[config.mk]
export PLATFORM = sky130hd
export DESIGN_NAME = wdrd_cell
export DESIGN_NICKNAME = d
export VERILOG_FILES = /design/src/hdl/wdrd_pkg.sv /design/src/hdl/wdrd_cell.sv
export SDC_FILE = /design/constraint.sdc
export NUM_CORES = 1
export LEC_CHECK = 0
export ABC_AREA = 1
export BUFFER_PORTS_ARGS = -buffer_cell sky130_fd_sc_hd__buf_4
export CORE_ASPECT_RATIO = 0.7
export CORE_MARGIN = 1
export CORE_UTILIZATION = 32
export DETAILED_ROUTE_END_ITERATION = 8
export GPL_ROUTABILITY_DRIVEN = 0
export PLACE_DENSITY = 0.56
export SLEW_MARGIN = 20
export SYNTH_ARGS = -nofsm -noshare
export SYNTH_HDL_FRONTEND = slang
export SYNTH_SLANG_ARGS = --single-unit
[constraint.sdc]
create_clock -name clock -period 6.2 [get_ports clock]
set_clock_uncertainty 0.05 [all_clocks]
set_input_delay 0.62 -clock clock [delete_from_list [all_inputs] [get_ports clock]]
set_output_delay 0.62 -clock clock [all_outputs]
set_load 0.02 [all_outputs]
[src/hdl/wdrd_pkg.sv]
`timescale 1ns / 1ps
`default_nettype none
package wdrd_pkg;
   // result status codes
   typedef enum logic [2:0] {
      ST_PROTO_MISMATCH = 3'd0,
      ST_UNATTRIBUTED   = 3'd1,
      ST_FILTERED       = 3'd2,
      ST_COUNTED        = 3'd3,
      ST_THRESHOLD      = 3'd4
   } status_type;

   // configuration register indexes
   localparam logic [1:0] CSR_MATCH_PROTOCOL = 2'd0;
   localparam logic [1:0] CSR_IFACE_FILTER   = 2'd1;
   localparam logic [1:0] CSR_WINDOW_NS      = 2'd2;
   localparam logic [1:0] CSR_DROP_THRESHOLD = 2'd3;

   localparam logic [31:0] COUNT_MAX  = 32'hffff_ffff;
   localparam logic [7:0]  DETAIL_MAX = 8'hff;

   // key, time and window broadcast to every cell
   typedef struct packed {
      logic [2:0]  cpu;
      logic [31:0] iface;
      logic [63:0] now;
      logic [63:0] window;
   } probe_type;

   // per-cell report
   typedef struct packed {
      logic        hit;
      logic        restart;
      logic [63:0] elapsed;
      logic [31:0] count;
   } report_type;
endpackage
`default_nettype wire

[src/hdl/wdrd_cell.sv]
`timescale 1ns / 1ps
`default_nettype none
module wdrd_cell #(
   parameter int AGE_W = 4,
   parameter logic [AGE_W-1:0] AGE_INIT = '0
) (
   input  wire                   clock,
   input  wire                   reset,
   input  wdrd_pkg::probe_type   probe,
   input  wire                   upd,
   input  wire                   sel,
   input  wire                   fresh,
   input  wire  [AGE_W-1:0]      sel_age,
   output wdrd_pkg::report_type  rpt,
   output logic [AGE_W-1:0]      age
);
   logic              valid_ff;
   logic [2:0]        cpu_ff;
   logic [31:0]       iface_ff;
   logic [63:0]       start_ff;
   logic [31:0]       count_ff;
   logic [AGE_W-1:0]  age_ff;
   logic [63:0]       diff;

   // match key and check window
   always_comb begin
      diff = probe.now - start_ff;
      rpt.hit = valid_ff && cpu_ff == probe.cpu && iface_ff == probe.iface;
      rpt.restart = probe.now < start_ff || diff >= probe.window;
      rpt.elapsed = diff;
      rpt.count = (count_ff == wdrd_pkg::COUNT_MAX) ? count_ff : count_ff + 32'd1;
   end
   assign age = age_ff;

   // hold entry, update on selection, age entries younger than the selected one
   always_ff @(posedge clock) begin
      if (reset) begin
         valid_ff <= 1'b0;
         age_ff <= AGE_INIT;
      end else if (upd) begin
         if (sel) begin
            age_ff <= '0;
            valid_ff <= 1'b1;
         end else if (age_ff < sel_age) begin
            age_ff <= age_ff + AGE_W'(1);
         end
      end
      if (upd && sel) begin
         cpu_ff <= probe.cpu;
         iface_ff <= probe.iface;
         if (fresh || rpt.restart) begin
            start_ff <= probe.now;
            count_ff <= 32'd1;
         end else begin
            count_ff <= rpt.count;
         end
      end
   end
endmodule
`default_nettype wire

# Word level (Yosys, flattened, before mapping)
# Index checks and enable logic that the tools add are counted.
dict set report word_totals {
  wordCells 27
  reg_bits 136
}
dict set report classes {
  order_cmp 3
  eq_ne 3
  n_addsub 3
  n_mux 3
  n_reduce_logical 9
}
# op count
set op_table {}
lappend op_table {{$ge A64 B64 Y1} 1}
lappend op_table {{$lt A64 B64 Y1} 1}
lappend op_table {{$sub A64 B64 Y64} 1}
lappend op_table {{$add A32 B1 Y32 const B} 1}
lappend op_table {{$eq A32 B32 Y1} 1}
lappend op_table {{$eq A32 B32 Y1 const B} 1}
lappend op_table {{$mux W32} 1}
lappend op_table {{$mux W4} 2}
lappend op_table {{$reduce_and A2 Y1} 3}
lappend op_table {{$add A4 B1 Y4 const B} 1}
lappend op_table {{$lt A4 B4 Y1} 1}
lappend op_table {{$eq A3 B3 Y1} 1}
lappend op_table {{$logic_and A1 B1 Y1} 3}
lappend op_table {{$logic_or A1 B1 Y1} 2}
lappend op_table {{$reduce_bool A2 Y1} 1}

# Longest topological paths before layout
# Gate-level depths: netlist of run 1.
dict set report logic_depth {
  ltp_word 5
  mapped_depth 27
  depth_no_buf 27
}

# Least setup slack after synthesis of run 1
# OpenSTA, ideal clock, no wires.
dict set report synth_path {
  kind {input to register}
  from {input port probe[64] in the netlist's numbering}
  to {register start_ff[0] (enable)}
  path_buffers 0
  slack_ps -658
  setup_time_ps 486
  stages 25
  arrival_ps 6322
  path_cell_list {inv_1 > ha_1 > inv_1 > fa_1 > nand2_1 > nand2_1 > and2_1 > a21oi_1 > o21ai_1 > nand3_1 > nand2_1 > nand2_1 > nand2_1 > nand2_1 > nand2_1 > ha_1 > nand2_1 > nor2_1 > nand2_1 > nor4_1 > nor2b_1 > nand2_1 > nand3_1 > nor2_1 > nor2_1}
}
# item line_no
set synth_lines {}
lappend synth_lines {{start, declared} wdrd_cell.sv:9} ;# input wdrd_pkg::probe_type probe,
lappend synth_lines {{end signal, assigned} wdrd_cell.sv:52} ;# start_ff <= probe.now;
lappend synth_lines {{end, declared} wdrd_cell.sv:20} ;# logic [63:0] start_ff;

==> reports/results.txt, run 1 <==
RSZ-0062 raised after global routing: no
worst slew pin tran: 0.946 ns
sequential area share after synthesis: 31.2%
Post-CTS Setup Bufs: 0
# hold bufs at CTS: 0
CTS sink count: 136
Final period util: 89.7%
Initial DRT Pass Iterations: 6
io pins: 274
layout cells sized above 1: 17.0%
most numerous cell in the Yosys netlist: nand2_1
Slowest-stage cell, CP: nor4_1
Netlist cell types: 45
GRT overflow: 0
Mapped Cells: 1854
CP required: 5.53 ns
setup TNS: 0 ns
root buf cell: clkbuf_16
clock network power share: 31.2%
Sw Ratio: 38.2%
area growth from synthesis to layout: 25.7%
internal power: 2.15 mW
leakage power: 8.28 nW
cell area after placement: 15600 sq um
initial DRC count: 1285
Setup CP Type: primary input to output pin
commonest cells in the netlist: nand2_1, inv_1, nor2_1
port bufs: 273
# rows: 61
# Max-Cap Violations: 0
Syn Area/Cell: 6.97 sq um
largest net degree at the start of global routing: 70
routed vias: 13122
Final min period: 5.56 ns
critical-path maximum fanout: 3
worst setup margin: 0.639 ns
drc violations: 0
Sw Pwr: 1.33 mW
WHS: 0.299 ns
Post-layout nets: 2450
CTS Buffer Depth: 2
Clock transition at path regs: 0.07 ns
post-DP HPWL: 39100 um
final antenna-violating net count: 0
Max Slew Vio Count: 0
CP most frequent cell: nand2_1
post-placement setup slack: 0.651 ns
Setup Viol. Count Final: 0
clk_lat worst skew: 0.45 ns
Final Cell Area: 16200 sq um
Design Power: 3.47 mW
worst rel slew slack: 37.0%
syn_nets: 2160
ys flop type: edfxtp_1
die height: 170 um
CTS H-Tree Depth: 4
top cells by area, synth: edfxtp_1, ha_1, nand2_1
Yosys top cell by area: edfxtp_1
WP data arrival: 4.89 ns
Final Hold Fails: 0
#FFs+latches synth: 136
vias in the first global route: 12063
status: finished, final reports clean
diode count: 0
initial core utilization: 32.5%
Max Clk Rate: 180 MHz
Peak VDD IR: 189 uV
WL per Instance: 17.1 um
Post-synth EDFFs: 131
global-route wire length before repair: 69400 um
Die Area: 41200 sq um
Critical Path Source Type: primary input
Crit path largest cell delay: 0.42 ns
asr flop ratio synth: 0%
PostCTS Resize Cnt: 0
GRT Resource Usage Total: 22.2%
WL final: 46100 um
top-area cell type share of the netlist area: 30.5%
via/cell ratio: 4.87
floorplan core area: 39800 sq um
Hold Crit Class: primary input to register
sequential share of power: 31.4%
initial antenna violation count: 0
CTS Buf Count: 17
cell area after synthesis: 12900 sq um
CTS tree: done
Die W: 242 um
Synthesis Warnings: 0
Worst Setup End Kind: output pin
part of the power in combinational logic: 37.4%
Power Dens Cells: 214 nW/um^2
[flip-flops by register name (all words and copies together) (netlist names)]
| signal | flops |
|---|---|
| start_ff | 64 |
| cpu_ff | 3 |
| valid_ff | 1 |
| count_ff | 32 |
| iface_ff | 32 |
| age | 4 |
[kinds of logic (layout without fill, tap and decap cells)]
group	after synthesis	in the layout	synth area share, %
flops	136	136	31.2
compound gates	232	232	10.2
xor+xnor	68	68	4.61
simple gates	863	863	28.5
buf+inv	421	724	12.4
fa+ha+maj	134	134	13.0
[power by group through the flow]
stage | Clock, mW | Combinational [mW] | Sequential [mW]
finish | 1.08 | 1.30 | 1.09
global route | 1.15 | 1.42 | 1.09
CTS | 1.12 | 1.29 | 1.09
detailed placement | 0 | 1.28 | 1.11
global placement | 0 | 1.27 | 1.11
floorplan | 0 | 0.757 | 1.11
[cell type report]
class / count / area [sq um]
inverter: 417 / 1570
sequential: 136 / 4030
clock buffer: 17 / 425
tap: 535 / 669
clock inverter: 15 / 180
timing repair buffer: 275 / 2080
fill: 4173 / 23500
multi-input combinational: 1297 / 7280
[layer usage]
layer  up-vias  routed length [um]  track usage, %
met2       551               17300            29.3
met1      6025               23500            34.6
met5         -                   0               0
li1       6496                   -               -
met3        50                4410            5.47
met4         0                 880            5.72
[placed cells by master (no fill, tap or decap), types with 4 or more instances in the layout]
master | Yosys | routed
o21a_1 | 5 | 5
nor3_1 | 29 | 29
a221oi_1 | 6 | 6
xor2_1 | 54 | 54
clkbuf_16 | 0 | 17
nand2_1 | 441 | 441
buf_4 | 1 | 274
a21o_1 | 11 | 11
inv_6 | 0 | 6
dfxtp_1 | 5 | 5
a21oi_1 | 115 | 115
nand3_1 | 69 | 69
a22o_1 | 4 | 4
nor2_1 | 224 | 223
nor2_2 | 31 | 31
nor2_4 | 3 | 4
nand4_1 | 26 | 26
inv_8 | 0 | 4
o22ai_1 | 10 | 10
o21ai_0 | 52 | 52
inv_1 | 413 | 412
o21bai_1 | 21 | 21
nor4_1 | 12 | 12
nand2_2 | 8 | 8
inv_2 | 4 | 5
edfxtp_1 | 131 | 131
ha_1 | 133 | 133
xnor2_1 | 14 | 14
or2_2 | 5 | 5
[worst max-delay path, delay by kind of cell]
family	cells	cell delay [ns]
adders and majority gates	3	0.82
and+or+nand+nor	16	2.54
buffers and inverters	4	0.39
AOI/OAI and AO/OA	2	0.50
[per-stage QoR]
step,cells,util [%]
floorplan,1854,-
global placement,2660,39.3
detailed placement,2660,39.3
CTS,2692,40.8
global route,2692,40.8
finish,2692,40.8
[final timing paths]
kind                          startpoint                endpoint  slack [ns]  cells past startpoint
hold / removal                probe[151]  iface_ff[23]$_DFFE_PP_        0.30                      1
setup / recovery               probe[64]                 rpt[96]        0.64                     25
hold reg to reg    valid_ff$_SDFFE_PP0P_   valid_ff$_SDFFE_PP0P_        0.43                      2
setup reg to reg  start_ff[31]$_DFFE_PP_  start_ff[12]$_DFFE_PP_        0.95                     20
Note: power is estimated with default switching activity, not from simulation.
==> run 2: changes to the inputs <==
--- a/config.mk
+++ b/config.mk
@@ -5,7 +5,6 @@
 export SDC_FILE = /design/constraint.sdc
 export NUM_CORES = 1
 export LEC_CHECK = 0
-export ABC_AREA = 1
 export BUFFER_PORTS_ARGS = -buffer_cell sky130_fd_sc_hd__buf_4
 export CORE_ASPECT_RATIO = 0.7
 export CORE_MARGIN = 1
==> constraint.sdc (replaced) <==
create_clock -name clock -period 6.71 [get_ports clock]
set_clock_uncertainty 0.05 [all_clocks]
set_input_delay 0.671 -clock clock [delete_from_list [all_inputs] [get_ports clock]]
set_output_delay 0.671 -clock clock [all_outputs]
set_load 0.02 [all_outputs]
==> reports/results.txt, run 2 <==
status: finished, final reports clean
worst rel slew slack: 52.6% (+16 points)
ys flop type: edfxtp_1
clk_lat worst skew: 0.45 ns (about the same)
post-DP HPWL: 26900 um (-31%)
worst setup margin: 0.322 ns (-0.317 ns)
Power Dens Cells: 221 nW/um^2 (+3.2%)
Worst Setup End Kind: output pin
Netlist cell types: 65 (+44%)
GRT Resource Usage Total: 19.0% (-3.2 points)
Max Slew Vio Count: 0 (unchanged)
floorplan core area: 33600 sq um (-15%)
root buf cell: clkbuf_16
CTS Buffer Depth: 2 (unchanged)
WL final: 33200 um (-28%)
Die W: 223 um (-7.7%)
initial antenna violation count: 1 (+1)
Post-synth EDFFs: 131 (unchanged)
clock network power share: 31.5% (+0.3 points)
most numerous cell in the Yosys netlist: inv_1
WP data arrival: 5.67 ns (+0.78 ns)
CTS H-Tree Depth: 4 (unchanged)
register area: 4030 sq um (unchanged)
Setup Viol. Count Final: 0 (unchanged)
syn_nets: 1482 (-31%)
Final Hold Fails: 0 (unchanged)
Initial DRT Pass Iterations: 5 (-1)
# rows: 56 (-8.2%)
CP required: 5.99 ns (+0.46 ns)
area growth from synthesis to layout: 30.6%
Yosys top cell by area: edfxtp_1
asr flop ratio synth: 0% (unchanged)
port bufs: 273 (unchanged)
commonest cells in the netlist: inv_1, ha_1, edfxtp_1
# hold bufs at CTS: 0 (unchanged)
CTS Buf Count: 17 (unchanged)
CTS sink count: 136 (unchanged)
Syn Area/Cell: 9.34 sq um (+34%)
Critical Path Source Type: register
Top Registers: start_ff (64), count_ff (32), iface_ff (32)
most frequent cells in the layout: buf_4, inv_1, ha_1, edfxtp_1, a21oi_1
Final min period: 6.39 ns
Max Clk Rate: 157 MHz
Peak VDD IR: 179 uV (-5.5%)
Sw Ratio: 34.7% (-3.5 points)
Sw Pwr: 1.10 mW (-17%)
top cells by area, synth: edfxtp_1, ha_1, xor2_1
top-area cell type share of the netlist area: 35.8% (+5.4 points)
post-placement setup slack: 0.114 ns (-0.538 ns)
drc violations: 0 (unchanged)
multi-input logic area: 6350 sq um (-13%)
leakage power: 6.65 nW (-20%)
Setup CP Type: register to output pin
WL per Instance: 17.3 um (+1.3%)
GRT overflow: 0 (unchanged)
layout cells sized above 1: 24.0% (+7.0 points)
routed vias: 9512 (-28%)
Hold Crit Class: primary input to register
Synthesis Warnings: 0 (unchanged)
worst slew pin tran: 0.711 ns (-0.234 ns)
max reg flops: 64 (unchanged)
initial core utilization: 32.6% (+0.16 points)
Final period util: 95.2%
leading cell type in the layout, fill and taps excluded: buf_4
die height: 157 um (-7.7%)
part of the power in combinational logic: 36.7% (-0.7 points)
# Max-Cap Violations: 0 (unchanged)
CTS tree: done
via/cell ratio: 4.97 (+2.0%)
Biggest register: start_ff
fill count: 3372 (-19%)
cell area after placement: 13600 sq um (-13%)
critical-path maximum fanout: 4 (+1)
Post-layout nets: 1771 (-28%)
Final Cell Area: 14300 sq um (-12%)
cell area after synthesis: 11000 sq um (-15%)
sequential share of power: 31.8% (+0.4 points)
largest net degree at the start of global routing: 56 (-20%)
Clock transition at path regs: 0.07 ns (about the same)
initial DRC count: 666 (-48%)
sequential area share after synthesis: 36.7% (+5.5 points)
io pins: 274 (unchanged)
Die Area: 35100 sq um (-15%)
Mapped Cells: 1176 (-37%)
#FFs+latches synth: 136 (unchanged)
final antenna-violating net count: 0 (unchanged)
setup TNS: 0 ns (unchanged)
internal power: 2.07 mW (-3.6%)
vias in the first global route: 9142 (-24%)
global-route wire length before repair: 50900 um (-27%)
-- run 2: changes by cell type in the layout (fill, tap and decap cells not counted), moves of 14 or more --
cell     change
nand4_1     +14
nand2_1    -381
nand3_1     -52
nor2_1     -151
a21oi_1     -18
a21o_1      +46
and3_1      +14
inv_1      -260
nor2_2      -31
xnor2_1     +49
buf_4       +21
nor2b_1     +39
nor3_1      -18
-- run 2: final timing paths --
kind	start	end	slack, ns	cells past startpoint
worst max-delay path	start_ff[2]$_DFFE_PP_	rpt[96]	0.32	24
worst min-delay path	probe[73]	start_ff[9]$_DFFE_PP_	0.35	1
worst max register to register	start_ff[4]$_DFFE_PP_	start_ff[44]$_DFFE_PP_	0.80	24
worst min register to register	valid_ff$_SDFFE_PP0P_	valid_ff$_SDFFE_PP0P_	0.44	2
-- run 2: stage by stage --
| step | total power, mW | util (%) | hold WS [ns] | cells |
|---|---|---|---|---|
| finish | 3.17 | 42.6 | 0.355 | 1913 |
| detailed placement | 2.16 | 40.5 | 0.438 | 1878 |
| global placement | 2.15 | 40.5 | 0.416 | 1878 |
| floorplan | 1.71 | - | 0.390 | 1176 |
| global route | 3.35 | 42.6 | 0.334 | 1913 |
| CTS | 3.18 | 42.3 | 0.327 | 1909 |
-- run 2: repair_timing --
action                     4_1_cts  5_1_grt
setup endpoints to repair        0        1
buffers inserted                 0        3
resized for setup                0       18
-- run 2: power by group through the flow --
stage	clock, mW	sequential [mW]	combinational (mW)
after global placement	0	1.02	1.13
after detailed placement	0	1.02	1.14
after CTS	1.03	1.01	1.15
after global routing	1.06	1.01	1.28
final	0.998	1.01	1.16
after floorplan	0	1.02	0.684
-- run 2: cells by family after synthesis --
kind of cell	share of synthesized area, %
simple gates	14.6
compound gates	16.6
buf+inv	6.19
flops	36.7
fa+ha+maj	15.3
xor+xnor	10.4
mux	0.194
-- run 2: area by class of cell --
type | instances | share of cell area, %
Tap cell | 435 | 3.80
Sequential cell | 136 | 28.1
Antenna cell | 1 | 0.0174
Inverter | 152 | 3.98
Clock buffer | 18 | 2.99
Timing Repair Buffer | 296 | 15.6
Clock inverter | 13 | 1.20
Multi-Input combinational cell | 862 | 44.3
-- run 2: metal layers --
layer  up-vias  track usage [%]  part of all wire, %
met5         -                0                    0
met4         0             6.29                  1.7
met3        33             3.70                  5.2
met2       275             27.7                   42
met1      4426             27.8                   51
li1       4778                -                    -
-- run 2: critical path, stage by stage (launching register included) --
cell      delay (ns)
edfxtp_1        0.32
inv_1           0.04
ha_1            0.34
o211ai_1        0.11
a21oi_1         0.27
o211ai_1        0.13
buf_4           0.16
buf_4           0.12
a211oi_1        0.23
o211ai_1        0.22
a211oi_2        0.37
nor2_1          0.14
o31ai_1         0.26
buf_4           0.18
xor2_1          0.20
ha_1            0.28
a21o_1          0.16
a21o_1          0.17
a21oi_1         0.14
o21ai_0         0.13
a221oi_2        0.41
o221ai_2        0.16
a31o_2          0.24
o31a_1          0.29
buf_4           0.16
==> run 3: changes to the inputs <==
==> constraint.sdc (replaced) <==
create_clock -name clock -period 6.71 [get_ports clock]
set_clock_uncertainty 0.05 [all_clocks]
set_input_delay 0.671 -clock clock [delete_from_list [all_inputs] [get_ports clock]]
set_output_delay 0.671 -clock clock [all_outputs]
set_load 0.01 [all_outputs]
==> reports/results.txt, run 3 (synthesis results as in run 2) <==
via/cell ratio: 4.97 (-0.12%)
Final Cell Area: 14300 sq um (about the same)
largest net degree at the start of global routing: 56 (unchanged)
setup slack, reg-to-reg: 0.67 ns (-0.13 ns)
Final min period: 6.46 ns (+0.0682 ns)
Top Registers: start_ff (64), count_ff (32), iface_ff (32)
Peak VDD IR: 159 uV (-11%)
Setup Viol. Count Final: 0 (unchanged)
leakage power: 6.66 nW (+0.25%)
Design Power: 3.10 mW (-2.0%)
CP required: 5.99 ns (about the same)
Biggest register: start_ff
# Max-Cap Violations: 0 (unchanged)
diode count: 0 (-1)
setup TNS: 0 ns (unchanged)
Critical Path Source Type: primary input
CTS Buf Count: 17 (unchanged)
io pins: 274 (unchanged)
Clock transition at path regs: 0.07 ns (about the same)
port bufs: 273 (unchanged)
# hold bufs at CTS: 0 (unchanged)
worst slew pin tran: 0.724 ns (+0.0127 ns)
WL final: 33000 um (-0.61%)
Setup CP Type: primary input to output pin
Die Area: 35100 sq um (unchanged)
Die W: 223 um (unchanged)
Hold Crit Class: primary input to register
GRT overflow: 0 (unchanged)
cell area after placement: 13600 sq um (-0.17%)
critical-path maximum fanout: 4 (unchanged)
global-route wire length before repair: 50800 um (-0.23%)
max reg flops: 64 (unchanged)
status: finished, final reports clean
initial antenna violation count: 0 (-1)
Final period util: 96.2% (+1.0 points)
CTS H-Tree Depth: 4 (unchanged)
worst setup margin: 0.253 ns (-0.0682 ns)
most frequent cells in the layout: buf_4, inv_1, ha_1, edfxtp_1, a21oi_1
GRT Resource Usage Total: 18.8% (-0.18 points)
Non-Filler Instances: 1909 (-0.21%)
die height: 157 um (unchanged)
vias in the first global route: 9154 (+0.13%)
CTS Buffer Depth: 2 (unchanged)
initial core utilization: 32.6% (unchanged)
post-placement setup slack: 0.000133 ns (-0.113 ns)
root buf cell: clkbuf_16
Final Core Density: 42.6% (about the same)
met2 usage: 28.1% (+0.36 points)
Final Hold Fails: 0 (unchanged)
WP data arrival: 5.74 ns (+0.07 ns)
area growth from synthesis to layout: 30.6% (about the same)
Power Dens Cells: 216 nW/um^2 (-2.0%)
grt met1 use: 27.9% (+0.13 points)
Worst Setup End Kind: output pin
floorplan core area: 33600 sq um (unchanged)
WHS: 0.365 ns (+0.00990 ns)
initial DRC count: 561 (-16%)
drc violations: 0 (unchanged)
Max Slew Vio Count: 0 (unchanged)
Max Clk Rate: 155 MHz (-1.1%)
global-route layer with the greatest usage: met2
Post-layout nets: 1767 (-0.23%)
CTS sink count: 136 (unchanged)
routed vias: 9481 (-0.33%)
final antenna-violating net count: 0 (unchanged)
CTS tree: done
dpl cells: 1875 (-0.16%)
post-DP HPWL: 26800 um (-0.47%)
layout cells sized above 1: 23.9% (-0.15 points)
# rows: 56 (unchanged)
WL per Instance: 17.3 um (-0.40%)
worst rel slew slack: 51.7% (-0.84 points)
met3 Resource Use GR: 3.47% (-0.22 points)
clk_lat worst skew: 0.45 ns (about the same)
Initial DRT Pass Iterations: 5 (unchanged)
leading cell type in the layout, fill and taps excluded: buf_4
## run 3: cell count changes in the layout (fill, tap and decap cells not counted), sizes merged
cell,delta
buf,-4
clkbuf,-1
inv,+8
bufinv,-1
clkinv,-4
clkinvlp,-1
diode,-1
## run 3: path summary, 6_finish.rpt
kind	start	end	cells after the start
setup / recovery	probe[68]	rpt[96]	20
hold / removal	probe[153]	iface_ff[25]$_DFFE_PP_	1
setup reg to reg	start_ff[0]$_DFFE_PP_	start_ff[52]$_DFFE_PP_	23
hold reg to reg	valid_ff$_SDFFE_PP0P_	valid_ff$_SDFFE_PP0P_	2
## run 3: power by group
part / switching, mW / leakage [nW] / total (mW) / internal, mW
logic: 0.592 / 5.08 / 1.08 / 0.491
clock network: 0.443 / 0.304 / 1.01 / 0.572
registers: 0.0197 / 1.28 / 1.01 / 0.986
## run 3: layout make-up
class                      instances  area (sq um)
tap                              435           544
clock buffer                      17           425
fill                            3350         19300
timing repair buffer             292          2200
clock inverter                    15           193
inverter                         152           571
multi-input combinational        862          6370
sequential                       136          4030
## run 3: what timing repair did
action | in CTS | in global routing
endpoints found under the setup margin | 1 | 1
pin swaps | 0 | 7
endpoints found under the hold margin | 0 | 0
gates cloned | 0 | 0
setup buffers | 0 | 2
resized for setup | 3 | 14
## run 3: metal layers
metal	routed length (um)	part of all wire, %
met3	1400	4.3
met1	17100	52
met4	278	0.84
met5	0	0
met2	14200	43
## run 3: worst max-delay path, cell delays in order
cell,delay (ns)
buf_4,0.12
ha_1,0.34
a21o_1,0.26
a211o_1,0.25
o211ai_1,0.32
nand2_1,0.16
or3_4,0.42
a21oi_1,0.34
o21ai_0,0.18
xor2_1,0.23
ha_1,0.29
a21o_1,0.18
a21o_1,0.16
a21oi_1,0.30
o21ai_0,0.13
a211oi_1,0.33
o21ai_0,0.31
a31o_2,0.32
o31a_1,0.28
buf_4,0.15
